$ cat src/hdl/scp_pkg.sv
// Shared types, constants and helpers for the sine/cosine polynomial unit.
// No dependencies; used by every module under hdl/.
package scp_pkg;

   // Fixed-point formats of the ports
   localparam int ANGLE_FRAC_BITS = 27;
   localparam int OUT_FRAC_BITS   = 30;

   // Default depth of the front-to-back queue
   localparam int QUEUE_DEPTH = 4;

   // Folded angle width (Q.58 magnitude, at most 3pi)
   localparam int XW = 62;

   // Angle constants in Q.58
   localparam logic [63:0] PI58        = 64'd905502432259640355;
   localparam logic [63:0] HALFPI58    = 64'd452751216129820178;
   localparam logic [63:0] QUARTERPI58 = 64'd226375608064910089;
   localparam logic [63:0] TWOPI58     = 64'd1811004864519280711;
   localparam logic [63:0] THREEPI58   = 64'd2716507296778921066;

   // Polynomial coefficients and one, all in Q.62
   localparam logic signed [63:0] KC0   = 64'sd732731531;
   localparam logic signed [63:0] KC1   = -64'sd115525502583;
   localparam logic signed [63:0] KC2   = 64'sd12708567296624;
   localparam logic signed [63:0] KC3   = -64'sd915017066440997;
   localparam logic signed [63:0] KC4   = 64'sd38430716812455982;
   localparam logic signed [63:0] KC5   = -64'sd768614336404561593;
   localparam logic signed [63:0] ONE62 = 64'sd4611686018427387904;

   // Multiply chain: z, five Horner steps, the final Horner step, s, and 1 - s*s
   localparam int MUL_COUNT = 9;

   // Square root: 64 bit pairs, a few per pipeline stage
   localparam int SQRT_STEPS  = 2;
   localparam int SQRT_STAGES = 64 / SQRT_STEPS;

   // Symmetry flags picked up while folding
   typedef struct packed {
      logic swap;
      logic c_neg;
      logic s_neg;
   } scp_flags_type;

   // Partly folded angle inside the front part
   typedef struct packed {
      logic [XW-1:0] x;
      scp_flags_type flags;
   } scp_fold_type;

   // Item handed from the front part to the back part (t in Q.62)
   typedef struct packed {
      logic [63:0]   t;
      scp_flags_type flags;
   } scp_item_type;

   // Side data carried along the back pipeline
   typedef struct packed {
      logic [63:0]   t;
      logic [63:0]   z;
      logic [63:0]   s;
      scp_flags_type flags;
   } scp_side_type;

   // Constant added after each multiply of the chain
   function automatic logic signed [63:0] mul_addend(input int idx);
      logic signed [63:0] r;
      case (idx)
         1:       r = KC1;
         2:       r = KC2;
         3:       r = KC3;
         4:       r = KC4;
         5:       r = KC5;
         6:       r = ONE62;
         8:       r = ONE62;
         default: r = '0;
      endcase
      return r;
   endfunction

   // Round a Q.60 magnitude to the output format, saturate, then apply the sign
   function automatic logic [31:0] to_out(input logic [63:0] x60, input logic negf);
      localparam int OSH = 60 - OUT_FRAC_BITS;
      logic [63:0] r;
      logic [31:0] m;
      r = (x60 + (64'd1 << (OSH - 1))) >> OSH;
      m = (r > 64'h7FFF_FFFF) ? 32'h7FFF_FFFF : r[31:0];
      return negf ? (32'd0 - m) : m;
   endfunction

endpackage

$ cat src/hdl/scp_fifo.sv
// Short queue of folded items between the front and back parts.
// Flip-flop storage, one read port; uses scp_pkg for the item type.
module scp_fifo #(
   parameter int DEPTH = scp_pkg::QUEUE_DEPTH
) (
   input  logic                 clock,
   input  logic                 reset,
   input  logic                 push,
   input  scp_pkg::scp_item_type push_item,
   input  logic                 pop,
   output scp_pkg::scp_item_type head_item,
   output logic                 full,
   output logic                 empty
);

   localparam int PW = (DEPTH > 1) ? $clog2(DEPTH) : 1;
   localparam int CW = $clog2(DEPTH + 1);

   scp_pkg::scp_item_type mem_ff [DEPTH];
   logic [PW-1:0]         wr_ff, wr_in, rd_ff, rd_in;
   logic [CW-1:0]         cnt_ff, cnt_in;

   assign full      = (cnt_ff == CW'(DEPTH));
   assign empty     = (cnt_ff == '0);
   assign head_item = mem_ff[rd_ff];

   // Pointer and count update
   always_comb begin
      wr_in  = wr_ff;
      rd_in  = rd_ff;
      cnt_in = cnt_ff;
      if (push) begin
         wr_in = (wr_ff == PW'(DEPTH - 1)) ? '0 : wr_ff + 1'b1;
      end
      if (pop) begin
         rd_in = (rd_ff == PW'(DEPTH - 1)) ? '0 : rd_ff + 1'b1;
      end
      if (push && !pop) begin
         cnt_in = cnt_ff + 1'b1;
      end else if (pop && !push) begin
         cnt_in = cnt_ff - 1'b1;
      end
   end

   always_ff @(posedge clock) begin
      if (reset) begin
         wr_ff  <= '0;
         rd_ff  <= '0;
         cnt_ff <= '0;
      end else begin
         wr_ff  <= wr_in;
         rd_ff  <= rd_in;
         cnt_ff <= cnt_in;
      end
   end

   // Storage
   always_ff @(posedge clock) begin
      if (push) begin
         mem_ff[wr_ff] <= push_item;
      end
   end

endmodule

$ cat config.mk
export PLATFORM = sky130hd
export DESIGN_NAME = scp_fifo
export DESIGN_NICKNAME = d
export VERILOG_FILES = /design/src/hdl/scp_pkg.sv /design/src/hdl/scp_fifo.sv
export SDC_FILE = /design/constraint.sdc
export NUM_CORES = 1
export LEC_CHECK = 0
export ABC_AREA = 1
export BUFFER_PORTS_ARGS = -buffer_cell sky130_fd_sc_hd__buf_4
export CORE_MARGIN = 2
export CORE_UTILIZATION = 45
export CTS_BUF_LIST = sky130_fd_sc_hd__clkbuf_4 sky130_fd_sc_hd__clkbuf_8
export DETAILED_ROUTE_END_ITERATION = 8
export PLACE_DENSITY = 0.64
export RECOVER_POWER = 25
export SYNTH_ARGS = -nofsm -noshare
export SYNTH_HDL_FRONTEND = slang
export SYNTH_SLANG_ARGS = --single-unit
$ cat constraint.sdc
create_clock -name clock -period 3.01 [get_ports clock]
set_clock_uncertainty 0.2 [all_clocks]
set_input_delay 0.1505 -clock clock [delete_from_list [all_inputs] [get_ports clock]]
set_output_delay 0.1505 -clock clock [all_outputs]
set_load 0.01 [all_outputs]
* Yosys cells after proc, flatten, opt, wreduce, memory -nomap -nowiden *
Memories as Yosys holds them, arrays and structs flattened. A register that Yosys moved wholly into a read port is not among the register bits.
Index checks and enable logic that the tools add are counted.

operators by class
  add/sub/neg operators = 4
  equality and inequality tests = 3
  muxes and demuxes = 8
  reductions and logical operators = 6

operators by type and width
  kind                                              count
  2-to-1 mux 2 bit                                  4
  2-to-1 mux 3 bit                                  2
  adder 2 x 1 -> 2 bit, second input constant       2
  equality test 2 bit, second input constant        2
  adder 3 x 1 -> 3 bit, second input constant       1
  equality test 3 bit, second input constant        1
  logical NOT 3 bit                                 1
  subtractor 3 x 1 -> 3 bit, second input constant  1
  logical AND 1 bit                                 2
  logical NOT 1 bit                                 2
  2-to-1 mux 1 bit                                  2
  nonzero test 2 bit                                1

word-level totals
  register bits after elaboration = 7
  RAM bits = 268
  output and inout port bits = 69
  memories kept = 1

memory list
  name    words  width  rd ports  clocked after Yosys merged registers in  write ports  line            text
  mem_ff  4      67     1         1                                        1            scp_fifo.sv:19  scp_pkg::scp_item_type mem_ff [DEPTH];

* Longest topological paths before layout *
  word-level depth = 4
  gate-level depth with buffers = 10
  depth with buffers taken out = 10

* Least setup slack after synthesis *
Ideal clock, no wire load.

  path type = flip-flop to flip-flop
  from = register wr_ff[0]
  to = memory mem_ff[3][0] in the netlist's numbering (enable)
  library setup time = 0.421 ns
  data arrival time = 1.892 ns
  required time = 2.389 ns
  path slack = 0.497 ns
  cell stages (with the launch flop) = 4
  path buffers = 0
  clock period less this slack = 2.513 ns
  path through = dfxtp_1 > ha_1 > nand2_1 > inv_1

RTL lines
  element                 line            text
  start, declared         scp_fifo.sv:20  logic [PW-1:0] wr_ff, wr_in, rd_ff, rd_in;
  start signal, assigned  scp_fifo.sv:51  wr_ff <= wr_in;
  end, declared           scp_fifo.sv:19

No word-level cell before the write port.

==> run metrics <==
most frequent cells in the layout 268 x edfxtp_1, 142 x nor2_1, 134 x o21ai_0; Antenna Nets Post-Route 0; status finished clean; register area share after synthesis 0.7903; Final Setup Violations 0; VDD IR-drop max 0.3381 mV; final wirelength 22440 um; post-synthesis cell type count 24; CTS tree done; Fillers 1858; P&R area growth vs syn 26.21%; # hold bufs at CTS 72; Nets 1016; Post-Syn Area per Cell 14.73 um2; Core ar. 22710 um2; FFs w/ async S/R, synth 0; via/cell ratio 5.209; DRT Pass-1 Iters 4; Final Hold Fails 0; Seq pwr share 0.518; type of the worst min-delay path in2reg; static leakage 0.004625 uW; TritonCTS Buffers 46; CTS Root Cell clkbuf_8; post-layout util 0.5786; setup repair after global routing missed its margin no; port buffer count 139; top post-synthesis cells by area edfxtp_1 77%, o21ai_0 6.4%, nor2_1 5.1%; largest net degree at the start of global routing 135; Max H-tree Level 2; most used flip-flop cell after synthesis edfxtp_1; commonest non-fill, non-tap cell in the layout edfxtp_1; CP startpoint kind flip-flop; post-CTS sizing 0; area of the die 24370 um2; via count 6553; Final period util 0.9073; vias in the first global route 6406; clk slew on worst S/H paths 0.05 ns; worst skew pair latency 0.53 ns; I/O Pins 140; Synth area leader edfxtp_1; Overall Global Routing Usage 0.1836; # Post-CTS Setup Buffers 0; Slew headroom 0.5097; number of enable flip-flop cells after synthesis 268; Sw Ratio 0.2292; Cell Pwr Density 655.1 nW/um2; initial core utilization 0.4585; logic gate share of total power 0.112; Slew Viols, Final 0; Syn Std Cell Area 10410 um2; Register Area 8233 um2; Mapped Cells 707; Arr. time, crit path 2.38 ns; GRT overflow 0; CP required 2.66 ns; GPL Wtd Cong 0.7399; DRC viols 0; setup TNS 0 ns; maxcap violations 0; Die W 156.1 um; FMAX 0.3662 GHz; crit-path cells buf_4, o21ai_0, o22ai_1, buf_4; switching power 1973 uW; global-route wire length before repair 34500 um; initial antenna violation count 2; post-synth net total 785; yosys warns 0; CP Capture Type output pin; Worst Path Buf+Inv 2; actual slew at the worst max-slew pin 0.7355 ns; worst setup path category reg2out; Core Rows 55; Die Y 156.1 um; Synth top area share 0.7730; Clock Power Share 0.369; Max stage delay cell, worst path dfxtp_4; design internal power 6635 uW; most frequent CP cell buf_4; clk sink count 277; Post-DP HPWL 12490 um; Top Family by Delay on Critical Path buffers and inverters; post-synthesis register bit count 277; Wirelength per Cell 17.84 um; multi-input logic area 1818 um2; Crit path largest cell delay 0.67 ns; Max FO, Critical Path 51; crit path time final 2.731 ns; layout cell share with drive strength beyond 1 0.1961; Max Root-Sink Buffers 3; Initial DRC Count 476
## cells in the mapped netlist (2+ instances only)
| master | n |
|---|---|
| dfxtp_1 | 9 |
| nand2_1 | 8 |
| a21oi_1 | 3 |
| o21ai_0 | 134 |
| clkbuf_4 | 7 |
| buf_4 | 2 |
| buf_2 | 6 |
| o22ai_1 | 67 |
| clkbuf_2 | 7 |
| edfxtp_1 | 268 |
| inv_1 | 14 |
| buf_6 | 10 |
| clkbuf_1 | 10 |
| nor3_1 | 4 |
| ha_1 | 6 |
| nor2_1 | 142 |
| o21ai_1 | 3 |
## cell families after synthesis
family | Yosys count | synth area share
AO/OA/AOI/OAI | 207 | 0.1076
XOR/XNOR | 1 | 0.0008414
adder cells (fa/ha/maj) | 7 | 0.009133
buffers and inverters | 59 | 0.03509
flip-flops | 277 | 0.7903
AND/OR/NAND/NOR | 156 | 0.05708
## tightest hold or removal path, stage by stage
cell	delay (ns)
dlygate4sd3_1	0.52
buf_4	0.12
nor2_1	0.04
## final timing paths
| path | from | endpoint | slack [ns] | cells past startpoint |
|---|---|---|---|---|
| max | flip-flop | head_item[47] | 0.28 | 4 |
| min | reset | cnt_ff[0] | 0.16 | 3 |
| min reg2reg | wr_ff[1] | wr_ff[1] | 0.35 | 2 |
| max reg2reg | wr_ff[0] | mem_ff[2][42] | 0.82 | 5 |
## metrics by stage
step | setup slack [ns] | power, uW | hold WS (ns) | instance area, um2 | std cells
after floorplan | 0.4974 | 5002 | 0.02288 | 10410 | 707
after global placement | 0.8381 | 5451 | 0.1532 | 11670 | 1103
after detailed placement | 0.8001 | 5463 | 0.1521 | 11670 | 1103
after CTS | 0.2213 | 8736 | 0.1148 | 13280 | 1254
after global routing | 0.1226 | 8976 | 0.1523 | 13140 | 1256
final | 0.2790 | 8608 | 0.1579 | 13140 | 1258
## power groups by stage
stage / clock, uW / combinational [uW] / sequential (uW)
after global routing: 3440 / 1060 / 4470
after global placement: 0 / 913 / 4540
after floorplan: 0 / 475 / 4530
final: 3180 / 967 / 4460
after CTS: 3270 / 1000 / 4460
after detailed placement: 0 / 921 / 4540
## layout make-up
type                            instances  area share
Clock inverter                         15    0.008760
Multi-Input combinational cell        371      0.1384
Antenna cell                            4   0.0007618
Timing Repair Buffer                  226      0.1340
Tap cell                              285     0.02714
Sequential cell                       277      0.6265
Clock buffer                           64     0.05894
Inverter                               16    0.005523
## routing by layer
layer,track usage,wire length (um),share of wire
met1,0.2580,10260,0.46
met2,0.2857,10430,0.46
met3,0.04444,1430,0.064
met4,0.05767,313,0.014
met5,0,0,0
## sequential cells by signal, summed over array words and instances (netlist names), named ones only
register,cells
cnt_ff,3
mem_ff,268
rd_ff,2
wr_ff,2
(Power assumes the default switching activity.)
