## src/hdl/scp_pkg.sv

```systemverilog
// Shared types, constants and helpers for the sine/cosine polynomial unit.
// No dependencies; used by every module under hdl/.
package scp_pkg;

   // Fixed-point formats of the ports
   localparam int ANGLE_FRAC_BITS = 27;
   localparam int OUT_FRAC_BITS   = 30;

   // Default depth of the front-to-back queue
   localparam int QUEUE_DEPTH = 4;

   // Folded angle width (Q.58 magnitude, at most 3pi)
   localparam int XW = 62;

   // Angle constants in Q.58
   localparam logic [63:0] PI58        = 64'd905502432259640355;
   localparam logic [63:0] HALFPI58    = 64'd452751216129820178;
   localparam logic [63:0] QUARTERPI58 = 64'd226375608064910089;
   localparam logic [63:0] TWOPI58     = 64'd1811004864519280711;
   localparam logic [63:0] THREEPI58   = 64'd2716507296778921066;

   // Polynomial coefficients and one, all in Q.62
   localparam logic signed [63:0] KC0   = 64'sd732731531;
   localparam logic signed [63:0] KC1   = -64'sd115525502583;
   localparam logic signed [63:0] KC2   = 64'sd12708567296624;
   localparam logic signed [63:0] KC3   = -64'sd915017066440997;
   localparam logic signed [63:0] KC4   = 64'sd38430716812455982;
   localparam logic signed [63:0] KC5   = -64'sd768614336404561593;
   localparam logic signed [63:0] ONE62 = 64'sd4611686018427387904;

   // Multiply chain: z, five Horner steps, the final Horner step, s, and 1 - s*s
   localparam int MUL_COUNT = 9;

   // Square root: 64 bit pairs, a few per pipeline stage
   localparam int SQRT_STEPS  = 2;
   localparam int SQRT_STAGES = 64 / SQRT_STEPS;

   // Symmetry flags picked up while folding
   typedef struct packed {
      logic swap;
      logic c_neg;
      logic s_neg;
   } scp_flags_type;

   // Partly folded angle inside the front part
   typedef struct packed {
      logic [XW-1:0] x;
      scp_flags_type flags;
   } scp_fold_type;

   // Item handed from the front part to the back part (t in Q.62)
   typedef struct packed {
      logic [63:0]   t;
      scp_flags_type flags;
   } scp_item_type;

   // Side data carried along the back pipeline
   typedef struct packed {
      logic [63:0]   t;
      logic [63:0]   z;
      logic [63:0]   s;
      scp_flags_type flags;
   } scp_side_type;

   // Constant added after each multiply of the chain
   function automatic logic signed [63:0] mul_addend(input int idx);
      logic signed [63:0] r;
      case (idx)
         1:       r = KC1;
         2:       r = KC2;
         3:       r = KC3;
         4:       r = KC4;
         5:       r = KC5;
         6:       r = ONE62;
         8:       r = ONE62;
         default: r = '0;
      endcase
      return r;
   endfunction

   // Round a Q.60 magnitude to the output format, saturate, then apply the sign
   function automatic logic [31:0] to_out(input logic [63:0] x60, input logic negf);
      localparam int OSH = 60 - OUT_FRAC_BITS;
      logic [63:0] r;
      logic [31:0] m;
      r = (x60 + (64'd1 << (OSH - 1))) >> OSH;
      m = (r > 64'h7FFF_FFFF) ? 32'h7FFF_FFFF : r[31:0];
      return negf ? (32'd0 - m) : m;
   endfunction

endpackage

```

## src/hdl/scp_front.sv

```systemverilog
// Front part: saturates the angle and folds it into [0, pi/4] by symmetry.
// Four register stages with one shared enable; uses scp_pkg.
module scp_front (
   input  logic                 clock,
   input  logic                 reset,
   input  logic                 in_valid,
   output logic                 in_ready,
   input  logic [31:0]          angle,
   output logic                 out_valid,
   input  logic                 out_ready,
   output scp_pkg::scp_item_type out_item
);

   localparam int SH = 58 - scp_pkg::ANGLE_FRAC_BITS;
   localparam int XW = scp_pkg::XW;

   logic                  en;
   logic                  a_vld_ff, b_vld_ff, c_vld_ff, d_vld_ff;
   scp_pkg::scp_fold_type a_ff, a_in, b_ff, b_in, c_ff, c_in;
   scp_pkg::scp_item_type d_ff, d_in;

   // Advance whenever the last stage is empty or the queue takes it
   assign en        = !d_vld_ff || out_ready;
   assign in_ready  = en;
   assign out_valid = d_vld_ff;
   assign out_item  = d_ff;

   // Stage A: magnitude, sign and saturation to [-pi, 3pi]
   always_comb begin
      logic        neg;
      logic [32:0] mag;
      logic [63:0] limit;
      logic [63:0] x;
      neg   = angle[31];
      mag   = neg ? (33'h1_0000_0000 - {1'b0, angle}) : {1'b0, angle};
      limit = neg ? scp_pkg::PI58 : scp_pkg::THREEPI58;
      if ({31'd0, mag} > (limit >> SH) + 64'd1) begin
         x = limit;
      end else begin
         x = {31'd0, mag} << SH;
      end
      if (x > limit) begin
         x = limit;
      end
      a_in.x           = x[XW-1:0];
      a_in.flags.s_neg = neg;
      a_in.flags.c_neg = 1'b0;
      a_in.flags.swap  = 1'b0;
   end

   // Stage B: angles above pi fold back by 2pi
   always_comb begin
      b_in = a_ff;
      if (!a_ff.flags.s_neg && a_ff.x > scp_pkg::PI58[XW-1:0]) begin
         if (a_ff.x >= scp_pkg::TWOPI58[XW-1:0]) begin
            b_in.x = a_ff.x - scp_pkg::TWOPI58[XW-1:0];
         end else begin
            b_in.x           = scp_pkg::TWOPI58[XW-1:0] - a_ff.x;
            b_in.flags.s_neg = 1'b1;
         end
      end
   end

   // Stage C: reflect about pi/2, cosine changes sign
   always_comb begin
      c_in = b_ff;
      if (b_ff.x > scp_pkg::HALFPI58[XW-1:0]) begin
         c_in.x           = scp_pkg::PI58[XW-1:0] - b_ff.x;
         c_in.flags.c_neg = 1'b1;
      end
   end

   // Stage D: above pi/4 the two outputs swap; t goes to Q.62
   always_comb begin
      logic [XW-1:0] x;
      x        = c_ff.x;
      d_in.flags = c_ff.flags;
      if (c_ff.x > scp_pkg::QUARTERPI58[XW-1:0]) begin
         x               = scp_pkg::HALFPI58[XW-1:0] - c_ff.x;
         d_in.flags.swap = 1'b1;
      end
      d_in.t = {x[59:0], 4'b0000};
   end

   // Valid bits
   always_ff @(posedge clock) begin
      if (reset) begin
         a_vld_ff <= 1'b0;
         b_vld_ff <= 1'b0;
         c_vld_ff <= 1'b0;
         d_vld_ff <= 1'b0;
      end else if (en) begin
         a_vld_ff <= in_valid;
         b_vld_ff <= a_vld_ff;
         c_vld_ff <= b_vld_ff;
         d_vld_ff <= c_vld_ff;
      end
   end

   // Payload
   always_ff @(posedge clock) begin
      if (en) begin
         a_ff <= a_in;
         b_ff <= b_in;
         c_ff <= c_in;
         d_ff <= d_in;
      end
   end

endmodule

```

## config.mk

```make
export PLATFORM = sky130hd
export DESIGN_NAME = scp_front
export DESIGN_NICKNAME = d
export VERILOG_FILES = /design/src/hdl/scp_pkg.sv /design/src/hdl/scp_front.sv
export SDC_FILE = /design/constraint.sdc
export NUM_CORES = 1
export LEC_CHECK = 0
export BUFFER_PORTS_ARGS = -buffer_cell sky130_fd_sc_hd__buf_2
export CAP_MARGIN = 30
export CELL_PAD_IN_SITES_DETAIL_PLACEMENT = 1
export CELL_PAD_IN_SITES_GLOBAL_PLACEMENT = 1
export CORE_UTILIZATION = 45
export DETAILED_ROUTE_END_ITERATION = 16
export GPL_TIMING_DRIVEN = 0
export PLACE_DENSITY_LB_ADDON = 0.12
export SYNTH_ARGS = -nofsm -noshare
export SYNTH_HDL_FRONTEND = slang
export SYNTH_SLANG_ARGS = --single-unit
```

## constraint.sdc

```tcl
create_clock -name clock -period 9.64 [get_ports clock]
set_input_delay 0.482 -clock clock [delete_from_list [all_inputs] [get_ports clock]]
set_output_delay 0.482 -clock clock [all_outputs]
set_load 0.1 [all_outputs]
```

# After elaboration in Yosys (flattened, before gate mapping)
# Cells that the tools add are included.
# W data, S select, Z words.
[word_totals]
ff_bits = 257
output_inout_bits = 69
in_bits = 36
[classes]
n_reduce_logical = 4
n_addsub = 6
muxes = 10
n_lt_le_gt_ge = 6
[ops]
columns = ["op", "n"]
rows = [
  ["$mux W62", 5],
  ["$gt A64 B62 Y1", 1],
  ["$mux W64", 1],
  ["$ge A62 B61 Y1 const B", 1],
  ["$gt A62 B58 Y1 const B", 1],
  ["$gt A62 B59 Y1 const B", 1],
  ["$gt A62 B60 Y1 const B", 1],
  ["$sub A60 B62 Y62 const A", 1],
  ["$sub A61 B62 Y62 const A", 1],
  ["$sub A62 B61 Y62 const B", 1],
  ["$mux W60", 1],
  ["$sub A59 B60 Y60 const A", 1],
  ["$gt A33 B32 Y1", 1],
  ["$mux W33", 1],
  ["$sub A33 B32 Y33 const A", 1],
  ["$add A31 B1 Y32 const B", 1],
  ["$logic_not A1 Y1", 2],
  ["$mux W1", 2],
  ["$logic_and A1 B1 Y1", 1],
  ["$logic_or A1 B1 Y1", 1],
]

# Depth between registers and ports, before layout
[logic_depth]
ltp_word = 6
mapped_depth = 30
depth_no_buf = 27

# Worst setup path before layout
# Ideal clock, no wire load.
[synth_timing]
path_kind = "reg-to-reg"
startpoint = "register d_vld_ff (netlist: out_valid)"
endpoint = "register a_vld_ff"
path_stages_with_launch = 5
slack_ps = 1504
t_arrival_ps = 7996
n_path_buf = 1
cell_sequence = "dfxtp_1 > nand2b_1 > clkbuf_1 > mux2i_1 > nor2_1"
[synth_between]
elab_chain_cells = 2
[synth_lines]
columns = ["element", "line", "source"]
rows = [
  ["from (decl)", "scp_front.sv:18", "logic a_vld_ff, b_vld_ff, c_vld_ff, d_vld_ff;"],
  ["from (signal assigned)", "scp_front.sv:96", "d_vld_ff <= c_vld_ff;"],
  ["$logic_not A1 Y1", "scp_front.sv:23", "assign en = !d_vld_ff || out_ready;"],
  ["$logic_or A1 B1 Y1", "scp_front.sv:23", ""],
  ["via in_ready", "scp_front.sv:7", "output logic in_ready,"],
  ["to (signal assigned)", "scp_front.sv:93", "a_vld_ff <= in_valid;"],
  ["to (decl)", "scp_front.sv:18", ""],
]
# The timed path passes the listed nets, and every way through them passes these cells.
# A chain may end at the register's enable or synchronous reset.

==> load_flow_metrics.sql <==
INSERT INTO impl_metrics (metric_group, metric, value, unit) VALUES
('status', 'outcome', 'finished clean', ''),
('setup_path', 'worst_setup_path_end_kind', 'flop', ''),
('clock_tree', 'cts_sinks', '211', ''),
('setup_path', 'most_frequent_cell_on_the_critical_path', 'sky130_fd_sc_hd__clkbuf_1', ''),
('synthesis', 'register_bit_count_reported_by_yosys', '211', ''),
('die', 'fp.dieW', '181', 'um'),
('final_layout', 'area.growth.synth_to_final', '13.2', '%'),
('clock_tree', 'clockBufferDepth', '3', ''),
('sta', 'rsz0062_at_grt', 'no', ''),
('clock_tree', 'clkTransAtPathRegs', '0.06', 'ns'),
('die', 'placeable_core_region', '31500', 'um^2'),
('route', 'avgViaCountPerCell', '5.92', ''),
('global_routing', 'grt.overflow.total', '0', ''),
('placed_design', 'placement.cell_area', '15400', 'um^2'),
('flow_run', 'cap_violations', '0', ''),
('route', 'route.vias.total', '12100', ''),
('sta', 'final_critical_path_share_of_the_clock_period', '0.841', ''),
('die', 'die_height', '181', 'um'),
('global_routing', 'grt_antenna_before_repair', '0', ''),
('sta', 'achievable-frequency', '123', 'MHz'),
('final_layout', 'final_net_count', '1699', ''),
('setup_path', 'r2r-end', 'b_ff[22]$_SDFFCE_PN0P_', ''),
('clock_tree', 'post_cts_resized', '0', ''),
('placed_design', 'portBuffers', '88', ''),
('setup_path', 'regToRegSetupSlack', '4.05', 'ns'),
('setup_path', 'cp.required', '9.95', 'ns'),
('sta', 'worst_pin_slew', '1.02', 'ns'),
('synthesis', 'synth.distinct_cells', '90', ''),
('pwr', 'power_density_of_the_placed_cells', '361', 'nW/um^2'),
('global_routing', 'grt_pass1_vias', '12600', ''),
('sta', 'drv_slew', '0', ''),
('setup_path', 'timing.critical_path.slowest_cell_delay', '0.59', 'ns'),
('synthesis', 'seq_area_frac_synth', '0.439', ''),
('synthesis', 'synth_enable_flop_cells', '207', ''),
('sta', 'setup_viol_count_final', '0', ''),
('sta', 'final_hold_viol_count', '0', ''),
('global_routing', 'first_pass_grt_wire_length', '68300', 'um'),
('clock_tree', 'total_cts_buffers', '24', ''),
('synthesis', 'synth_top_flop_cell', 'sky130_fd_sc_hd__edfxtp_1', ''),
('synthesis', 'post_synth_instance_area', '14300', 'um^2'),
('placed_design', 'detailed_placer_s_ending_hpwl', '32700', 'um'),
('final_layout', 'postLayoutCellArea', '16200', 'um^2'),
('pwr', 'max-vdd-ir-drop', '0.227', 'mV'),
('clock_tree', 'tritoncts', 'done', ''),
('die', 'initial_core_util', '0.456', ''),
('sta', 'timing.max_slew.rel_slack', '0.315', ''),
('sta', 'clock-skew-final', '0.0116', 'ns'),
('route', 'post-route-drc-count', '0', ''),
('synthesis', 'postSynthCellCount', '1508', ''),
('global_routing', 'largest_net_degree_at_the_start_of_global_routing', '63', ''),
('final_layout', 'antenna-diode-count', '0', ''),
('hold_path', 'hold_start', 'reset', ''),
('synthesis', 'post-synth-top-area-cell', 'sky130_fd_sc_hd__edfxtp_1', ''),
('die', 'rows', '65', ''),
('sta', 'layout_min_cycle_time', '8.11', 'ns'),
('die', 'dieArea', '32600', 'um^2'),
('clock_tree', 'clock_tree.htree_level_count', '1', ''),
('synthesis', 'yosys-top-cells-area', 'sky130_fd_sc_hd__edfxtp_1, sky130_fd_sc_hd__xnor2_1, sky130_fd_sc_hd__o21ai_0, sky130_fd_sc_hd__nand2_1, sky130_fd_sc_hd__nor2_1', ''),
('synthesis', 'synth_top_area_share', '0.433', ''),
('synthesis', 'yosysWarnings', '0', ''),
('setup_path', 'timing.critical_path.arrival', '8.42', 'ns'),
('route', 'postRouteAntennaNets', '0', ''),
('sta', 'worst_hold_slack', '0.171', 'ns'),
('setup_path', 'rr_worst_depth', '16', ''),
('setup_path', 'setup_crit_path_kind', 'in -> reg', ''),
('setup_path', 'worst_path_maximum_fanout', '16', ''),
('route', 'drt_first_iter_violations', '586', ''),
('synthesis', 'synthesis.area_per_instance', '9.52', 'um^2'),
('placed_design', 'gpl.final_weighted_congestion', '0.913', ''),
('pwr', 'p_leak', '6.00', 'nW'),
('final_layout', 'final_layout_size_suffix_gt1_frac', '0.119', '');
==> through the flow <==
step	setup slack, ns	utilization	setup TNS, ns	std cells
after floorplan	1.50	-	0	1511
after global placement	-0.241	0.486	-0.241	2001
after detailed placement	1.09	0.489	0	2007
after CTS	1.59	0.516	0	2051
after global routing	1.06	0.516	0	2051
final	1.53	0.516	0	2051
==> cell usage after synthesis, drive strengths merged, types with 14 or more instances <==
cell type and instances:
edfxtp 207, nand2 130, nor2 128, xnor2 119
o21ai 112, a21oi 93, clkbuf 74, xor2 52
nand3 48, inv 47, nor3 34, ha 32
nor4 28, a211oi 23, or3 23, o31ai 20
a31oi 19, buf 19, nand2b 19, nand4 19
a21o 18, and3 18, a21boi 17, or2 14
==> sequential cells by signal, indices dropped and copies added, names as in the netlist <==
register,count
a_ff,35
a_vld_ff,1
b_ff,45
b_vld_ff,1
c_ff,64
c_vld_ff,1
out_item,63
out_valid,1
==> cells by family (layout without fill, tap and decap cells) <==
family | Yosys count | in the layout | synth area share
other | 1 | 4 | 0.000261
buffers and inverters | 144 | 282 | 0.0398
multiplexers | 17 | 17 | 0.0123
adder cells (fa/ha/maj) | 32 | 32 | 0.0279
AO/OA/AOI/OAI | 412 | 412 | 0.188
flip-flops | 211 | 211 | 0.439
XOR/XNOR | 171 | 171 | 0.104
AND/OR/NAND/NOR | 520 | 520 | 0.189
==> placed cells by master, fill, tap and decap left out, drive strengths merged, types with 11 or more instances in the layout <==
master and instances:
a211oi 23, a21boi 17, a21o 18, a21oi 93, a31oi 19, and2 13
and3 18, buf 113, clkbuf 105, edfxtp 207, ha 32, inv 48
mux2i 12, nand2 130, nand2b 19, nand3 48, nand4 19, nor2 128
nor3 34, nor4 28, o211ai 11, o21a 13, o21ai 112, o31ai 20
or2 14, or3 23, or4 12, xnor2 119, xor2 52
==> final cells by class <==
class	count	area, um^2
inverter	51	191
timing repair buffer	94	531
tap	402	503
clock inverter	13	151
multi-input combinational	1156	7490
sequential	211	6300
clock buffer	31	688
buffer	93	384
fill	3579	15200
==> report_power, final <==
| part | switching, mW | leakage (nW) | internal [mW] | total (mW) |
|---|---|---|---|---|
| registers | 0.330 | 2.20 | 1.59 | 1.92 |
| clock network | 0.366 | 0.398 | 0.584 | 0.950 |
| logic | 2.14 | 3.40 | 0.849 | 2.99 |
==> critical path: cells and delay by family <==
kind,cells,cell delay [ns]
buffers and inverters,9,3.16
AOI/OAI and AO/OA,10,1.74
and+or+nand+nor,8,1.55
adders and majority gates,2,0.69
xor gates and xnor gates,1,0.44
muxes,1,0.31
==> routing by layer <==
| metal | vias up | track usage | share of wire |
|---|---|---|---|
| li1 | 5853 | - | - |
| met1 | 5871 | 0.305 | 0.41 |
| met2 | 306 | 0.476 | 0.50 |
| met3 | 105 | 0.0206 | 0.031 |
| met4 | 0 | 0.143 | 0.055 |
| met5 | - | 0 | 0 |
==> how the worst max path moves through the flow <==
stage / from / endpoint / slack [ns]
after global placement: out_ready / in_ready / -0.24
final: angle[31] / a_ff[59]$_DFFE_PP_ / 1.53
after CTS: angle[31] / a_ff[64]$_DFFE_PP_ / 1.59
after global routing: angle[31] / a_ff[61]$_SDFFCE_PN1P_ / 1.06
after detailed placement: angle[31] / a_ff[64]$_DFFE_PP_ / 1.09
after floorplan: out_valid$_SDFFE_PP0P_ / a_vld_ff$_SDFFE_PP0P_ / 1.50
No activity file was read; power rests on OpenSTA's default activity.
